File: src/sv/mvwo_pkg.sv
package mvwo_pkg;

   // Item opcodes
   localparam logic [2:0] OP_TICK      = 3'd0;
   localparam logic [2:0] OP_NOTE_ON   = 3'd1;
   localparam logic [2:0] OP_VOICE_OFF = 3'd2;
   localparam logic [2:0] OP_SAMPLE_WR = 3'd3;
   localparam logic [2:0] OP_DESC_WR   = 3'd4;

   // Result kinds and status codes
   localparam logic       KIND_SAMPLE = 1'b0;
   localparam logic       KIND_ACK    = 1'b1;
   localparam logic [1:0] ST_OK       = 2'd0;
   localparam logic [1:0] ST_LOW      = 2'd1;
   localparam logic [1:0] ST_HIGH     = 2'd2;

   // Configuration register indexes
   localparam int         CSR_INDEX_BITS      = 8;
   localparam logic [7:0] CSR_WAVEFORM_SELECT = 8'd0;
   localparam logic [7:0] CSR_IDLE_LEVEL      = 8'd1;

   // Note decode
   localparam logic [6:0] LOWEST_NOTE      = 7'd24;
   localparam logic [3:0] NOTES_PER_OCTAVE = 4'd12;
   localparam logic [3:0] TOP_OCTAVE       = 4'd7;

   localparam int PHASE_BITS  = 11;
   localparam int LENGTH_BITS = 12;
   localparam int BASE_BITS   = 16;
   localparam int SAMPLE_BITS = 16;

   typedef struct packed {
      logic [BASE_BITS-1:0]   base;
      logic [LENGTH_BITS-1:0] length;
   } desc_type;

   typedef struct packed {
      logic note_load;
      logic voice_off;
      logic advance;
   } voice_ctl_type;

endpackage

File: src/sv/mvwo_desc_mem.sv
module mvwo_desc_mem
   import mvwo_pkg::*;
#(
   parameter  int WAVEFORM_COUNT = 4,
   localparam int DESC_DEPTH     = WAVEFORM_COUNT * 12,
   localparam int DAW            = $clog2(DESC_DEPTH)
) (
   input  logic           clock,
   input  logic           we,
   input  logic [DAW-1:0] waddr,
   input  desc_type       wdata,
   input  logic           re,
   input  logic [DAW-1:0] raddr,
   output desc_type       rdata
);

   desc_type mem_ff [DESC_DEPTH];
   desc_type rdata_ff;

   always_ff @(posedge clock) begin
      if (we) begin
         mem_ff[waddr] <= wdata;
      end
      if (re) begin
         rdata_ff <= mem_ff[raddr];
      end
   end

   assign rdata = rdata_ff;

endmodule

File: config.mk
export PLATFORM = sky130hd
export DESIGN_NAME = mvwo_desc_mem
export DESIGN_NICKNAME = d
export VERILOG_FILES = /design/src/sv/mvwo_pkg.sv /design/src/sv/mvwo_desc_mem.sv
export SDC_FILE = /design/constraint.sdc
export NUM_CORES = 1
export LEC_CHECK = 0
export BUFFER_PORTS_ARGS = -buffer_cell sky130_fd_sc_hd__buf_2
export CAP_MARGIN = 15
export CORE_UTILIZATION = 47
export CTS_BUF_LIST = sky130_fd_sc_hd__clkbuf_8 sky130_fd_sc_hd__clkbuf_16
export CTS_CLUSTER_DIAMETER = 30
export DETAILED_ROUTE_END_ITERATION = 10
export SETUP_SLACK_MARGIN = 0.02
export SKIP_CTS_REPAIR_TIMING = 1
export SYNTH_ARGS = -nofsm -noshare
export SYNTH_HDL_FRONTEND = slang
export SYNTH_SLANG_ARGS = --single-unit
export TNS_END_PERCENT = 20
File: constraint.sdc
create_clock -name clock -period 3.65 [get_ports clock]
set_input_delay 0.1825 -clock clock [delete_from_list [all_inputs] [get_ports clock]]
set_output_delay 0.1825 -clock clock [all_outputs]
set_load 0.02 [all_outputs]
# Word-level counts from Yosys, hierarchy flattened
# Memories as Yosys holds them, arrays and structs flattened. A register that Yosys moved wholly into a read port is not among the register bits.
# Index checks and enable logic that the tools add are counted.
word_totals:
  ff_bits: 0
  ram_bits: 1344
  input_bits: 43
  output_inout_bits: 28
  wordCells: 3
  memories: 1
classes:
  mux: 2
memory_table:
  columns: ["memory", "depth", "width", "read_ports", "rd_clocked_by_memory_dff", "write_ports", "line", "source"]
  rows:
  - ["mem_ff", 48, 28, 1, 1, 1, "mvwo_desc_mem.sv:17", "desc_type mem_ff [DESC_DEPTH];"]
op_table:
  columns: ["op", "count"]
  rows:
  - ["$mux 1", 2]

# Depth between registers and ports, before layout
# Gate-level depths: netlist of run 1.
logic_depth:
  depth_word: 2
  ltp_mapped: 8
  ltp_nobuf: 5

# Worst setup path after synthesis of run 1
# No wires, ideal clock.
synth_path:
  kind: "input to register"
  startpoint: "input waddr[3]"
  endpoint: "memory mem_ff[18][0] (netlist bit), enable pin"
  setup_time_ns: 0.448
  arrival_time_ns: 2.604
  setup_slack_ns: 0.598
  cell_stages: 3
  path_cell_list: "nor4bb_1 > nand2_1 > nor3_1"
synth_rtl:
  columns: ["item", "line", "source"]
  rows:
  - ["start, declared", "mvwo_desc_mem.sv:10", "input logic [DAW-1:0] waddr,"]
  - ["end, declared", "mvwo_desc_mem.sv:17", null]
# Straight into the memory's write port.

==> run_results.csv, run 1 <==
group,metric,value,unit
outcome,status,"finished, violations left",
outcome,violations,"negative hold slack",
sta,rsz0062_at_grt,"no",
routing,top_layer_used,"met5",
routing,wl_per_cell,28.99,µm
synth,synth_top_area_share,77.62,%
die,initial_core_util,47.70,%
setup_path,crit_arrival,2.66,ns
cells_and_area,final_cell_area,64920,µm²
global_routing,grt_max_degree,95,
synth,ys_warn_count,0,
routing,via_count,26860,
synth,synth_top_cells_by_count,"edfxtp_1 (1,372), mux2i_1 (448), mux4_2 (140)",
die,die_w,338.1,µm
power,ir_drop,0.3425,mV
synth,synth_top_family_by_area,"multiplexers",
power,power_density,667.9,nW/µm²
cells_and_area,num_antenna_cells,0,
sta,fmax,0.4621,GHz
synth,yosys-top-cells-area,"edfxtp_1 (78%), mux2i_1 (8.4%), mux4_2 (5.9%)",
cells_and_area,fillCellCount,7912,
sta,finClkSkew,0.04780,ns
synth,postSynthCellCount,2558,
routing,m1WireLength,56.85,mm
sta,setup_tns,0,ns
synth,async_flop_share,0,%
clock_network,cts_tree,"done",
placement,io_buffers,70,
sta,worstMarginPinSlew,1.247,ns
global_routing,grt_usage,23.58,%
setup_path,crit_slowest_cell,"mux4_2",
placement,gp_congestion,0.7948,
setup_path,r2r_cells,4,
power,p_leak,22.34,nW
placement,post_dp_cell_area,55950,µm²
die,io-pin-count,71,
setup_path,crit_required,4.15,ns
clock_network,h-tree-depth,5,
setup_path,cp_cell_sequence,"mux4_2 -> mux4_2 -> nand2_1 -> o41ai_2",
setup_path,crit_buf_inv,0,
global_routing,grt_overflow_total,0,
min_path,min_path_type,"in -> reg",
setup_path,r2r_start,"mem_ff[47][11]",
synth,synthesis.area,53080,µm²
synth,synth-edff-count,1372,
routing,dr.pass1.iters,5,
synth,muxShareOfSynthArea,14.39,%
die,core,111300,µm²
routing,postRouteAntennaNets,0,
placement,dp_slack,0.7255,ns
setup_path,path_delay_family,"multiplexers",
routing,route.met3.wl,9.362,mm
die,die_y,338.1,µm
setup_path,worstSetupPathType,"reg -> reg",
synth,syn_nets,2601,
routing,routed_wirelength,131.9,mm
synth,synthAdderAreaFrac,0,%
global_routing,grt_first_pass_wirelength,191.8,mm
clock_network,cts_buffers,274,
synth,synth_xor_area_share,0,%
die,row_count,122,
sta,timing.final.crit_share,59.29,%
cells_and_area,drive_gt1_share,27.42,%
setup_path,crit_end,"rdata[11]",
synth,yosys.area_share.simple,0.9076,%
routing,drc,0,
setup_path,end_kind,"flop",
clock_network,clock_sinks,1372,
sta,max_slew_margin,16.86,%
clock_network,ctsRootBufferMaster,"clkbuf_16",
synth,ys_seq_area_share,77.62,%
setup_path,worst-path-max-fanout,1,
sta,setup_viol,0,
routing,vias_per_cell,5.901,
sta,worst_hold_slack,-0.00007233,ns
setup_path,startpoint,"mem_ff[47][11]",
clock_network,cts.path.max_buffers,4,
synth,avgSynthCellArea,20.75,µm²
synth,synth-seq-cells,1372,
routing,drt_iter0_markers,2372,
setup_path,crit_top_cell,"mux4_2",
global_routing,antenna_found_initial,5,
setup_path,r2r-end,"rdata[11]",
clock_network,path_clk_slew,0.05,ns
setup_path,slowest_delay,0.49,ns
synth,synth_compound_area_share,5.408,%
setup_path,cp-start-kind,"flop",
clock_network,worst_skew_pair.late_latency,0.84,ns
cells_and_area,nets,2913,
cells_and_area,area_growth,22.32,%
sta,hold_viol_final,1,
die,die_area,114300,µm²
synth,synth_top_area_cell,"edfxtp_1",
routing,wl_met2,63.27,mm
sta,setup_slack,1.486,ns
global_routing,grt_pass1_vias,27850,
flow_run,maxCapViolations,0,
synth,yosys_most_used_dff,"edfxtp_1",
setup_path,path_depth,4,
synth,yosysMostFrequentCell,"edfxtp_1",
sta,final.min_clock_period,2.164,ns
sta,final-max-slew-violation-count,0,
placement,dpl.hpwl,71.69,mm
setup_path,r2r_slack,1.49,ns
synth,synth_cell_types,32,
-- metrics by stage --
stage	hold slack [ns]	power, mW	utilization, %	cells
global route	0.008663	44.56	58.34	4551
detailed placement	0.6562	19.55	50.28	4081
global placement	0.6485	19.51	50.26	4080
finish	-0.00007233	43.36	58.34	4551
CTS	-0.2263	43.70	58.33	4550
floorplan	0.2814	18.82	-	2558
-- cell families (layout without fill, tap and decap cells) --
group / count (synthesis) / after routing
flip-flops: 1372 / 1372
multiplexers: 588 / 588
AO/OA/AOI/OAI: 336 / 336
buffers and inverters: 152 / 657
AND/OR/NAND/NOR: 110 / 110
-- how the worst min path moves through the flow --
stage / start / to / slack [ns] / depth (start not counted)
5_1_grt: wdata[1] / mem_ff[37][1] / 0.009 / 1
4_1_cts: re / rdata[17] / -0.23 / 1
3_3_place_gp: rdata[11] / rdata[11] / 0.65 / 1
2_1_floorplan: wdata[0] / mem_ff[0][0] / 0.28 / 0
3_5_place_dp: rdata[11] / rdata[11] / 0.66 / 1
6_report: wdata[1] / mem_ff[37][1] / -0.00007 / 1
-- state kept, by name, indices dropped and copies added, names as in the netlist --
name and flops:
mem_ff 1344, rdata 28
-- area by class of cell --
| type | count | area [µm²] | share of cell area [%] |
|---|---|---|---|
| flip-flops and latches | 1372 | 41200 | 63.46 |
| multi-input cells | 1034 | 11370 | 17.51 |
| clock buffers | 278 | 6957 | 10.72 |
| clock inverters | 191 | 2006 | 3.089 |
| well taps | 1488 | 1862 | 2.868 |
| repair buffers | 188 | 1529 | 2.355 |
-- where the power goes --
part	total, mW	internal, mW	switching, mW
registers	17.6	17.5	0.0561
logic	1.68	0.597	1.08
clock network	24.1	16.3	7.77
-- layout by cell type (no fill, tap or decap), drive strengths merged, types with 28 or more instances in the layout --
| cell | n |
|---|---|
| a21oi | 56 |
| nor2 | 47 |
| bufinv | 36 |
| mux4 | 140 |
| o41ai | 28 |
| a221oi | 56 |
| nand2 | 35 |
| clkbuf | 278 |
| a22o | 56 |
| o22ai | 28 |
| buf | 187 |
| inv | 50 |
| a22oi | 112 |
| mux2i | 448 |
| clkinv | 85 |
| edfxtp | 1372 |
-- layer usage --
metal  track usage [%]  vias to the layer above
met5                 0                        -
met4             6.835                        8
met3             5.549                      214
met2             37.30                      962
met1             32.73                    14240
li1                  -                    11430
(Power assumes the default switching activity.)
==> run 2: changes to the inputs <==
Clock period 3.65 ns to 1.77 ns, I/O delays scaled along.
==> run_results.csv, run 2 (synthesis gave the netlist of run 1 again) <==
group,metric,value,unit
placement,gp_congestion,0.8044,
global_routing,use_met1,34.46,%
sta,worstMarginPinSlew,0.9085,ns
sta,setup_slack,-0.1580,ns
setup_path,cp-start-kind,"flop",
clock_network,h-tree-depth,5,
setup_path,crit_arrival,2.48,ns
setup_path,r2r_slack,-0.16,ns
die,die_area,114300,µm²
routing,routed_wirelength,140.5,mm
placement,io_buffers,70,
global_routing,use_met2,39.82,%
min_path,min_path_type,"in -> reg",
setup_path,worst-path-max-fanout,1,
setup_path,crit_end,"rdata[8]",
setup_path,worstSetupPathType,"reg -> reg",
die,core,111300,µm²
die,io-pin-count,71,
die,initial_core_util,47.70,%
setup_path,r2r_start,"mem_ff[42][8]",
flow_run,maxCapViolations,0,
cells_and_area,post-route-util,61.27,%
clock_network,cts.path.max_buffers,4,
clock_network,clock_sinks,1372,
clock_network,cts_tree,"done",
global_routing,grt_usage,25.08,%
sta,max_slew_margin,39.43,%
sta,final-max-slew-violation-count,0,
power,p_leak,23.87,nW
clock_network,path_clk_slew,0.05,ns
routing,via_count,28220,
global_routing,grt_pass1_vias,28930,
sta,setup_viol,27,
die,die_y,338.1,µm
routing,vias_per_cell,5.884,
setup_path,end_kind,"flop",
sta,worst_hold_slack,0.05658,ns
sta,fmax,0.5187,GHz
clock_network,worst_skew_pair.late_latency,0.87,ns
power,power_density,1333,nW/µm²
setup_path,startpoint,"mem_ff[42][8]",
die,die_w,338.1,µm
global_routing,grt_max_degree,49,
setup_path,r2r-end,"rdata[8]",
cells_and_area,largest_register_ffs,1344,
global_routing,grt_overflow_total,0,
clock_network,ctsRootBufferMaster,"clkbuf_16",
die,row_count,122,
outcome,status,"finished, violations left",
cells_and_area,top_register,"mem_ff",
cells_and_area,fillCellCount,7658,
routing,wl_per_cell,29.29,µm
sta,final.min_clock_period,1.928,ns
global_routing,grt_use_met3,6.178,%
cells_and_area,drive_gt1_share,32.66,%
cells_and_area,nets,3147,
routing,drt_iter0_markers,2702,
sta,finClkSkew,0.06062,ns
outcome,violations,"negative setup slack",
routing,postRouteAntennaNets,0,
global_routing,antenna_found_initial,3,
placement,dpl.hpwl,79.94,mm
routing,drc,0,
power,ir_drop,0.7195,mV
setup_path,crit_required,2.33,ns
routing,dr.pass1.iters,5,
cells_and_area,final_cell_mix,"edfxtp_1 (1,372), mux2i_1 (448), clkbuf_16 (284)",
global_routing,grt_first_pass_wirelength,201.1,mm
setup_path,r2r_cells,4,
cells_and_area,regArea,41200,µm²
sta,timing.final.crit_share,108.9,%
cells_and_area,area_growth,28.46,%
sta,hold_viol_final,0,
cells_and_area,mostFrequentLayoutCell,"edfxtp_1",
cells_and_area,multi_input_area,11490,µm²
clock_network,cts_buffers,278,
sta,rsz0062_at_grt,"yes",
power,p_total,90.90,mW
global_routing,busiest_layer,"met2",
## run 2: cell count changes in the layout (fill, tap and decap cells not counted), sizes merged
| cell | delta |
|---|---|
| diode | +4 |
| clkinv | +4 |
| dlygate4sd3 | +34 |
| clkbuf | +6 |
| buf | +196 |
| clkinvlp | +1 |
## run 2: worst min path at each step
stage	start	endpoint	slack, ns	cells past startpoint
final	waddr[3]	mem_ff[32][23]	0.06	5
after global routing	waddr[3]	mem_ff[32][23]	0.07	5
after CTS	re	rdata[19]	-0.32	2
after detailed placement	rdata[18]	rdata[18]	0.53	1
after global placement	rdata[14]	rdata[14]	0.55	1
after floorplan	wdata[0]	mem_ff[0][0]	0.19	0
## run 2: cell type report
class | count | share of cell area, %
antenna | 4 | 0.01468
multi-input combinational | 1034 | 16.86
timing repair buffer | 418 | 6.542
sequential | 1372 | 60.43
clock buffer | 284 | 10.42
tap | 1488 | 2.731
clock inverter | 196 | 3.004
## run 2: per-stage QoR
stage	worst slack (ns)	instances	area, µm²	setup TNS, ns
after floorplan	-0.3645	2558	53250	-121.16
after global routing	-0.1992	4793	68170	-3.247
final	-0.1580	4796	68180	-2.385
after global placement	-0.6294	4277	58560	-11.61
after CTS	-0.2039	4757	67720	-3.082
after detailed placement	-0.6683	4277	58560	-12.63
## run 2: layer usage
layer | vias to the layer above | share of wire [%]
met5 | - | 0.011
met4 | 2 | 2.1
met3 | 214 | 8.5
met2 | 1260 | 48
met1 | 14810 | 42
li1 | 11930 | -
## run 2: critical path, stage by stage (launching register included)
cell	delay, ns
edfxtp_1	0.38
mux4_2	0.47
mux4_2	0.60
nand2_2	0.11
o41ai_2	0.09
## run 2: power breakdown
part / leakage [nW] / switching, mW / internal, mW
combinational: 6.97 / 2.39 / 1.64
sequential: 12.4 / 0.106 / 36.2
clock: 4.53 / 16.3 / 34.3
total: 23.9 / 18.8 / 72.1
