`src/sv/mvwo_pkg.sv`:
```
package mvwo_pkg;

   // Item opcodes
   localparam logic [2:0] OP_TICK      = 3'd0;
   localparam logic [2:0] OP_NOTE_ON   = 3'd1;
   localparam logic [2:0] OP_VOICE_OFF = 3'd2;
   localparam logic [2:0] OP_SAMPLE_WR = 3'd3;
   localparam logic [2:0] OP_DESC_WR   = 3'd4;

   // Result kinds and status codes
   localparam logic       KIND_SAMPLE = 1'b0;
   localparam logic       KIND_ACK    = 1'b1;
   localparam logic [1:0] ST_OK       = 2'd0;
   localparam logic [1:0] ST_LOW      = 2'd1;
   localparam logic [1:0] ST_HIGH     = 2'd2;

   // Configuration register indexes
   localparam int         CSR_INDEX_BITS      = 8;
   localparam logic [7:0] CSR_WAVEFORM_SELECT = 8'd0;
   localparam logic [7:0] CSR_IDLE_LEVEL      = 8'd1;

   // Note decode
   localparam logic [6:0] LOWEST_NOTE      = 7'd24;
   localparam logic [3:0] NOTES_PER_OCTAVE = 4'd12;
   localparam logic [3:0] TOP_OCTAVE       = 4'd7;

   localparam int PHASE_BITS  = 11;
   localparam int LENGTH_BITS = 12;
   localparam int BASE_BITS   = 16;
   localparam int SAMPLE_BITS = 16;

   typedef struct packed {
      logic [BASE_BITS-1:0]   base;
      logic [LENGTH_BITS-1:0] length;
   } desc_type;

   typedef struct packed {
      logic note_load;
      logic voice_off;
      logic advance;
   } voice_ctl_type;

endpackage

```
`src/sv/mvwo_voice_bank.sv`:
```
module mvwo_voice_bank
   import mvwo_pkg::*;
#(
   parameter  int VOICE_COUNT      = 6,
   parameter  int SAMPLE_ADDR_BITS = 16,
   localparam int VW               = (VOICE_COUNT > 1) ? $clog2(VOICE_COUNT) : 1
) (
   input  logic                        clock,
   input  logic                        reset,
   input  voice_ctl_type               ctl,
   input  logic [VW-1:0]               idx,
   input  logic [2:0]                  note_octave,
   input  desc_type                    note_desc,
   output logic                        enabled,
   output logic [SAMPLE_ADDR_BITS-1:0] sample_addr
);

   localparam int SW = (SAMPLE_ADDR_BITS > BASE_BITS) ? SAMPLE_ADDR_BITS : BASE_BITS;

   logic [PHASE_BITS-1:0]  phase_ff  [VOICE_COUNT];
   logic [PHASE_BITS-1:0]  phase_in  [VOICE_COUNT];
   logic [2:0]             octave_ff [VOICE_COUNT];
   logic [2:0]             octave_in [VOICE_COUNT];
   logic [BASE_BITS-1:0]   base_ff   [VOICE_COUNT];
   logic [BASE_BITS-1:0]   base_in   [VOICE_COUNT];
   logic [LENGTH_BITS-1:0] length_ff [VOICE_COUNT];
   logic [LENGTH_BITS-1:0] length_in [VOICE_COUNT];
   logic [VOICE_COUNT-1:0] enabled_ff;
   logic [VOICE_COUNT-1:0] enabled_in;

   logic [LENGTH_BITS-1:0] step;
   logic [LENGTH_BITS-1:0] sum;
   logic [LENGTH_BITS-1:0] wrapped;
   logic [PHASE_BITS-1:0]  new_phase;
   logic [SW-1:0]          addr_sum;

   // Advance the selected voice by one step, wrapped once by its table length, plus its sample address
   always_comb begin
      step      = LENGTH_BITS'(1) << octave_ff[idx];
      sum       = {1'b0, phase_ff[idx]} + step;
      wrapped   = (sum >= length_ff[idx]) ? (sum - length_ff[idx]) : sum;
      new_phase = wrapped[PHASE_BITS-1:0];
      addr_sum  = SW'(base_ff[idx]) + SW'(new_phase);
   end

   assign enabled     = enabled_ff[idx];
   assign sample_addr = addr_sum[SAMPLE_ADDR_BITS-1:0];

   always_comb begin
      phase_in   = phase_ff;
      octave_in  = octave_ff;
      base_in    = base_ff;
      length_in  = length_ff;
      enabled_in = enabled_ff;
      if (ctl.note_load) begin
         phase_in[idx]   = '0;
         octave_in[idx]  = note_octave;
         base_in[idx]    = note_desc.base;
         length_in[idx]  = note_desc.length;
         enabled_in[idx] = 1'b1;
      end
      if (ctl.voice_off) begin
         enabled_in[idx] = 1'b0;
      end
      if (ctl.advance && enabled_ff[idx]) begin
         phase_in[idx] = new_phase;
      end
   end

   always_ff @(posedge clock) begin
      phase_ff  <= phase_in;
      octave_ff <= octave_in;
      base_ff   <= base_in;
      length_ff <= length_in;
      if (reset) begin
         enabled_ff <= '0;
      end else begin
         enabled_ff <= enabled_in;
      end
   end

endmodule

```
`config.mk`:
```
export PLATFORM = sky130hd
export DESIGN_NAME = mvwo_voice_bank
export DESIGN_NICKNAME = d
export VERILOG_FILES = /design/src/sv/mvwo_pkg.sv /design/src/sv/mvwo_voice_bank.sv
export SDC_FILE = /design/constraint.sdc
export NUM_CORES = 1
export LEC_CHECK = 0
export BUFFER_PORTS_ARGS = -buffer_cell sky130_fd_sc_hd__buf_2
export CAP_MARGIN = 20
export CORE_MARGIN = 3
export CORE_UTILIZATION = 29
export CTS_CLUSTER_DIAMETER = 200
export DETAILED_ROUTE_END_ITERATION = 10
export REMOVE_ABC_BUFFERS = 1
export SLEW_MARGIN = 40
export SYNTH_ARGS = -nofsm -noshare
export SYNTH_HDL_FRONTEND = slang
export SYNTH_SLANG_ARGS = --single-unit
```
`constraint.sdc`:
```
create_clock -name clock -period 8.1 [get_ports clock]
set_clock_uncertainty 0.15 [all_clocks]
set_input_delay 0 -clock clock [delete_from_list [all_inputs] [get_ports clock]]
set_output_delay 0 -clock clock [all_outputs]
set_load 0.05 [all_outputs]
```
== After elaboration in Yosys (flattened, before gate mapping) ==
Index checks and enable logic that the tools add are counted.
Cells by class
  reductions and logical operators: 3
  mux-type cells: 33
  bitwise operators: 6
  order comparisons: 5
  shift operators: 1
  add/sub/neg operators: 3
Operators with widths (number)
  $mux 66: 2
  $bwmux 96: 1
  $bwmux 72: 1
  $and 66x66->66: 1
  $bwmux 66: 1
  $not 66->66: 1
  $bmux 16 s3: 1
  $demux 16 s3: 1
  $mux 16: 3
  $mux 11: 4
  $bmux 12 s3: 1
  $demux 12 s3: 1
  $mux 12: 3
  $bmux 11 s3: 1
  $demux 11 s3: 1
  $bwmux 18: 1
  $add 16x11->16: 1
  $add 11x12->12: 1
  $ge 12x12->1: 1
  $mux 6: 2
  $shl 1x3->12 const A: 1
  $sub 11x11->11: 1
  $bmux 3 s3: 1
  $demux 3 s3: 1
  13 further kinds: 18
Word-level totals
  register bits after elaboration: 258

== Longest topological paths before layout ==
Gate-level depths: netlist (run 1).
  word-level depth: 10
  mapped depth: 42
  depth with buffers taken out: 37

== Least setup slack after synthesis (run 1) ==
OpenSTA, ideal clock, no wires.
  path kind: input to output
  start: in idx[2]
  end: out sample_addr[11]
  slack: -171 ps
  data required time: 7950 ps
  data arrival time: 8121 ps
  buffers on the path: 4
  stages: 38
  path through: buf_6 -> clkbuf_1 -> nor3b_1 -> clkbuf_1 -> a22oi_1 -> and3_1 -> nand2_1 -> nor2_1 -> ha_1 -> fa_1 -> a21o_1 -> a21oi_1 -> o21bai_1 -> a21oi_1 -> o21bai_1 -> a21oi_1 -> nor2_1 -> xor2_1 -> (+2 left out) -> o211ai_1 -> o21a_1 -> a211oi_4 -> clkbuf_1 -> mux2i_1 -> inv_1 -> ha_1 -> a21o_1 -> a21oi_1 -> o21bai_1 -> a21oi_1 -> nor2b_1 -> nor2_1 -> and2_1 -> o21ai_1 -> a221oi_2 -> nor2_1 -> a211oi_1
Between the ends
  longest elaborated chain between the ends: 9
  elaborated cells between the ends (all ways): 19
RTL lines
  start, declared: RTL line mvwo_voice_bank.sv:11  | input logic [VW-1:0] idx,
  $not 3->4 (not written as such) (*)
  $bmux 3 s3: RTL line mvwo_voice_bank.sv:39  | step = LENGTH_BITS'(1) << octave_ff[idx];
  $mux 3 (not written as such) (2 in series): RTL line mvwo_voice_bank.sv:39
  $shl 1x3->12: RTL line mvwo_voice_bank.sv:39
  $add 11x12->12: RTL line mvwo_voice_bank.sv:40  | sum = {1'b0, phase_ff[idx]} + step;
  $sub 11x11->11 / $ge 12x12->1 (equally long branches): RTL line mvwo_voice_bank.sv:41  | wrapped = (sum >= length_ff[idx]) ? (sum - length_ff[idx]) : sum;
  $mux 11: RTL line mvwo_voice_bank.sv:41
  $add 16x11->16 (*): RTL line mvwo_voice_bank.sv:43  | addr_sum = SW'(base_ff[idx]) + SW'(new_phase);
  end, declared: RTL line mvwo_voice_bank.sv:15  | output logic [SAMPLE_ADDR_BITS-1:0] sample_addr
Every way passes the cells marked *; elsewhere a longest branch is shown, timed or not. The select of a mux whose other input is x is not followed.

== Worst setup path in the final report (run 1) ==
  start: in idx[1]
  end: out sample_addr[11]
Same word-level chain as after synthesis.

==> results of run 1 <==
-- cell families (layout without fill, tap and decap cells) --
| group | Yosys count | after routing | share of synthesized area |
|---|---|---|---|
| AO/OA/AOI/OAI | 270 | 270 | 0.1782 |
| XOR/XNOR | 28 | 28 | 0.02323 |
| adder cells (fa/ha/maj) | 32 | 32 | 0.03774 |
| buffers and inverters | 67 | 190 | 0.02423 |
| flip-flops | 258 | 258 | 0.6271 |
| multiplexers | 28 | 28 | 0.02669 |
| AND/OR/NAND/NOR | 202 | 202 | 0.08285 |
-- layout by cell type, fill, tap and decap left out, types with 7 or more instances in the layout --
cell	netlist	routed
a21oi_1	21	16
nor2_1	49	46
dfxtp_1	72	72
xnor2_1	17	17
clkbuf_16	0	28
nand2_1	78	78
buf_2	1	52
buf_4	1	27
o221ai_1	14	14
mux2i_1	24	24
a22o_1	32	32
o21ai_0	57	57
a211oi_1	7	7
edfxtp_1	186	186
xor2_1	9	8
o22ai_1	12	12
a221oi_1	9	9
and2_1	11	8
inv_1	20	18
a22oi_1	64	61
ha_1	29	29
a21o_1	7	7
nand3_1	23	21
dlygate4sd3_1	0	39
-- cell usage after synthesis (6+ instances only) --
cell / count
edfxtp_1: 186
nand2_1: 78
dfxtp_1: 72
a22oi_1: 64
o21ai_0: 57
nor2_1: 49
clkbuf_1: 38
a22o_1: 32
ha_1: 29
mux2i_1: 24
nand3_1: 23
a21oi_1: 21
inv_1: 20
xnor2_1: 17
o221ai_1: 14
o22ai_1: 12
and2_1: 11
a221oi_1: 9
and3_1: 9
xor2_1: 9
a211oi_1: 7
a21o_1: 7
nor3_1: 7
a32o_1: 6
-- worst paths after layout --
kind	startpoint	to	slack, ns	cells after the start
max	idx[1]	sample_addr[11]	0.44	38
min	idx[2]	phase_ff[56]	0.08	5
max reg2reg	phase_ff[11]	phase_ff[7]	2.83	23
min reg2reg	phase_ff[25]	phase_ff[25]	0.30	2
-- power breakdown --
part,internal (uW),total (uW),leakage (uW),switching [uW]
Combinational,149,464,0.00215,315
Clock,793,1310,0.000449,512
Sequential,1450,1460,0.00227,9.76
-- critical path: cells and delay by family --
family,cells,cell delay [ns]
adders and majority gates,4,1.14
xor gates and xnor gates,1,0.16
muxes,1,0.23
and+or+nand+nor,9,1.26
AOI/OAI and AO/OA,18,3.41
buffers and inverters,5,1.29
-- metrics by stage --
step	setup WS [ns]	power, uW	instance area, um2	setup TNS, ns
floorplan	-0.9863	1783	11010	-3.945
global placement	0.6818	1925	12130	0
detailed placement	0.6209	1929	12140	0
CTS	0.08717	3246	13480	0
global route	-0.02224	3334	13600	-0.03127
finish	0.4402	3230	13600	0
-- sequential cells by signal (all words and copies together) (netlist names) --
| name | flops |
|---|---|
| enabled_ff | 6 |
| phase_ff | 66 |
| octave_ff | 18 |
| base_ff | 96 |
| length_ff | 72 |
-- routing by layer --
metal | track usage | up-vias | wire length [um]
met3 | 0.02132 | 66 | 1635
met4 | 0.05345 | 2 | 1022
met5 | 0 | - | 16
met1 | 0.1873 | 3842 | 13080
li1 | - | 3621 | -
met2 | 0.2300 | 226 | 13950
-- repair_timing --
action / CTS / global route
resized for setup: 0 / 30
setup buffers: 0 / 2
hold endpoints to repair: 210 / 0
setup endpoints to repair: 0 / 9
hold buffers: 39 / 0
-- area by class of cell --
cell class              count  area, um2  share of cell area
clock buffers              32      715.7             0.05263
well taps                 511      639.4             0.04701
clock inverters            18      235.2             0.01730
repair buffers            120      872.1             0.06413
multi-input cells         560       4035              0.2967
inverters                  20      75.07            0.005520
flip-flops and latches    258       7027              0.5167
==> results.md, run 1 <==
* Boundary Pins at 56
* Core footprint at 0.03784 mm2
* Delay of the slowest cell on the worst path at ~0.54 ns
* Die X at 202.6 um
* TritonCTS Buffers at 28
* Final Setup Violations at 0
* Crit-path most repeated cell: nor2_1
* Max_cap viols at 0
* Die H at ~200 um
* Number of fill cells at 3723
* Measured slew at the worst slew-check pin at 0.8337 ns
* Flops & latches, synth at about 260
* CP endpoint kind: output port
* Dpl cells at roughly 1400
* Final hold vios at 0
* CP Max Fanout at 9
* Maximum vdd drop at 180.5 uV
* Share of layout cells above drive strength 1 at 0.1696
* GR Overflow Total at 0
* Yosys warnings at 0
* CTS Root Cell: clkbuf_16
* Routed vias/inst at a little over 5
* Largest net degree at the start of global routing at 34
* Required time worst endpoint at around 8.0 ns
* Gr usage total at 0.1399
* Crit share post-route at 0.9457
* First-pass GRT wire length at between 40 and 50 mm
* Dpl hpwl at between 15 and 20 mm
* Synth async-reset ratio at 0
* GPL Wtd Cong at around 0.88
* CTS H-Tree Depth at 1
* Port Buffers at 55
* Area grow syn2layout at 21.36%
* FP Rows at 71
* Setup CP Type: in -> out
* Relative slew slack at 0.4442
* Clock slew at reported path FFs at approximately 0.070 ns
* Die area at roughly 0.041 mm2
* Lkg Pwr at around 0.0049 uW
* Clock Latency Late Sink at 0.55 ns
* Final Util at 0.3594
* ANT nets after route at 0
* Post-Layout Cell Count at around 1500
* 1st-iter DRT viols at 567
* Pwr dens at 237.5 mW/mm2
* Yosys cell types at 67
* Synth Flop Type: edfxtp_1
* Slew Viols, Final at 0
* Vias in the first global route at about 7700
* Post-Synthesis Cells at ~890
* Post-synth EDFFs at roughly 190
* Antenna cells at 0
* Routed WL per cell at 19.56 um
* Slowest cell on crit path: dlygate4sd3_1
* Min cycle time layout at ~7.7 ns
* Initial antenna violation count at 1
* Worst hold margin at approximately 0.08 ns
* Avg Inst Size Synth at 12.66 um2
* Final routed DRC violation total at 0
* Seq/Total Area, Yosys at 0.6271
* Final wirelength at ~30 mm
* WP data arrival at about 7.5 ns
* Max Clk Rate at 130.6 MHz
* Status: finished, final reports clean
* Mapped cell area at roughly 0.011 mm2
* Fin nets at 1059
* Clk sinks at 258
* DR vias at ~7800
* Starting Density at 0.2961
* Synth area leader: edfxtp_1
* Worst Hold Class: in -> reg
* Top cell type's share of synthesized area at 0.4984
* CP startpoint kind: input port
* CTS tree: yes
* DRT Pass-1 Iters at 5
* Area contributors post-synth: edfxtp_1 (50%), dfxtp_1 (13%), a22oi_1 (4.3%)
* Clock Path Buffers at 3
(Power assumes the default switching activity.)
==> inputs of run 2 (changes only) <==
--- a/config.mk
+++ b/config.mk
@@ -11,6 +11,7 @@
 export CORE_UTILIZATION = 29
 export CTS_CLUSTER_DIAMETER = 200
 export DETAILED_ROUTE_END_ITERATION = 10
+export GPL_TIMING_DRIVEN = 0
 export REMOVE_ABC_BUFFERS = 1
 export SLEW_MARGIN = 40
 export SYNTH_ARGS = -nofsm -noshare
==> results.md, run 2 (synthesis results as in run 1) <==
* Setup CP Type: in -> out
* Vias in the first global route at approximately 7600
* ANT nets after route at 0
* Required time worst endpoint at between 7 and 8 ns
* Dpl hpwl at roughly 19 mm
* Post-Layout Cell Count at between 1500 and 2000
* Most frequent cells in the layout: edfxtp_1 (186), nand2_1 (76), dfxtp_1 (72)
* CP startpoint kind: input port
* Setup tns final at 0 ns
* Clk sinks at roughly 260
* FP Rows at a little over 70
* Biggest regs: base_ff: 96 flops, length_ff: 72 flops, phase_ff: 66 flops
* Status: finished, final reports clean
* Gr usage total at 0.1355
* Routed vias/inst at around 5.0
* Initial antenna violation count at 0
* Most flops, register: base_ff
* Die H at a little over 200 um
* Slew Viols, Final at 0
* Final Util at 0.3605
* Max Clk Rate at between 100 and 150 MHz
* Family with the most delay on the worst path: compound AO/OA/AOI/OAI gates
* Clock slew at reported path FFs at roughly 0.060 ns
* Lkg Pwr at between 0.004 and 0.005 uW
* Worst Hold Class: in -> reg
* Clock Path Buffers at 3
* GPL Wtd Cong at 0.8066
* CP Max Fanout at 35
* Starting Density at 0.2961
* Area grow syn2layout at 21.76%
* Share of layout cells above drive strength 1 at 0.1653
* Slowest cell on crit path: fa_1
* First-pass GRT wire length at about 44 mm
* Max FFs per register at between 90 and 100
* Routed WL per cell at between 15 and 20 um
* Largest net degree at the start of global routing at 36
* Die X at slightly above 200 um
* CP endpoint kind: output port
* Final wirelength at 29.14 mm
* Min cycle time layout at between 7 and 8 ns
* DR vias at 7665
* 1st-iter DRT viols at about 560
* Final Total Pwr at 3075 uW
* Pwr dens at 225.4 mW/mm2
* Core footprint at about 0.038 mm2
* Number of fill cells at 3744
* Antenna cells at 0
* Crit-path most repeated cell: buf_4
* WP data arrival at between 7 and 8 ns
* Relative slew slack at 0.4590
* R2r setup slk at 2.89 ns
* Max_cap viols at 0
* Delay of the slowest cell on the worst path at between 0.4 and 0.5 ns
* Clock Latency Late Sink at roughly 0.54 ns
* Port Buffers at 55
* GR Overflow Total at 0
* Fin nets at 1062
* Commonest non-fill, non-tap cell in the layout: edfxtp_1
* CTS H-Tree Depth at 1
* Crit share post-route at 0.9481
* CTS tree: yes
* Final hold vios at 0
* Dpl cells at 1423
* CTS Root Cell: clkbuf_16
* Boundary Pins at 56
* DRT Pass-1 Iters at 7
* Measured slew at the worst slew-check pin at 0.8114 ns
* Die area at just over 0.04 mm2
* TritonCTS Buffers at 26
* Final Setup Violations at 0
* Crit path buffers/inverters at 7
* Maximum vdd drop at ~180 uV
* Final routed DRC violation total at 0
[run 2: final timing paths]
kind | endpoint | from | cells after the start
setup reg to reg | phase_ff[29] | phase_ff[0] | 23
hold / removal | phase_ff[56] | idx[2] | 5
hold reg to reg | phase_ff[17] | phase_ff[17] | 2
setup / recovery | sample_addr[14] | idx[0] | 40
[run 2: tightest hold or removal path: stages]
cell and delay, ns:
buf_8 0.22, nor3_2 0.07, buf_2 0.19, nand2_1 0.09
o21ai_0 0.07
[run 2: area by class of cell]
class | count | area, um2 | area share
clock inverter | 14 | 122.6 | 0.008987
multi-input combinational | 561 | 4020 | 0.2946
tap | 511 | 639.4 | 0.04686
timing repair buffer | 124 | 1076 | 0.07886
sequential | 258 | 7027 | 0.5150
clock buffer | 33 | 676.9 | 0.04961
inverter | 20 | 82.58 | 0.006052
[run 2: where the power goes]
| group | internal (uW) | switching, uW |
|---|---|---|
| sequential | 1450 | 9.70 |
| clock | 652 | 487 |
| combinational | 160 | 314 |
[run 2: routing by layer]
| layer | share of wire | up-vias | GRT usage |
|---|---|---|---|
| li1 | - | 3631 | - |
| met1 | 0.43 | 3792 | 0.1760 |
| met2 | 0.50 | 197 | 0.2356 |
| met3 | 0.047 | 45 | 0.01924 |
| met4 | 0.025 | 0 | 0.04034 |
| met5 | 0 | - | 0 |
[run 2: timing repair]
item | CTS | global route
buffers inserted | 6 | 7
pin swaps | 3 | 3
gates resized for setup | 17 | 8
endpoints found under the setup margin | 12 | 9
hold buffers | 39 | 0
endpoints found under the hold margin | 283 | 0
gates cloned | 0 | 1
[run 2: metrics by stage]
step | area [um2] | setup slack (ns) | hold WS (ns)
after floorplan | 11010 | -0.9863 | -0.07724
after global placement | 11920 | -4.780 | 0.09526
after detailed placement | 12260 | -1.304 | 0.09737
after CTS | 13560 | 0.06366 | 0.02473
after global routing | 13640 | -0.01870 | 0.04082
final | 13640 | 0.4204 | 0.009814
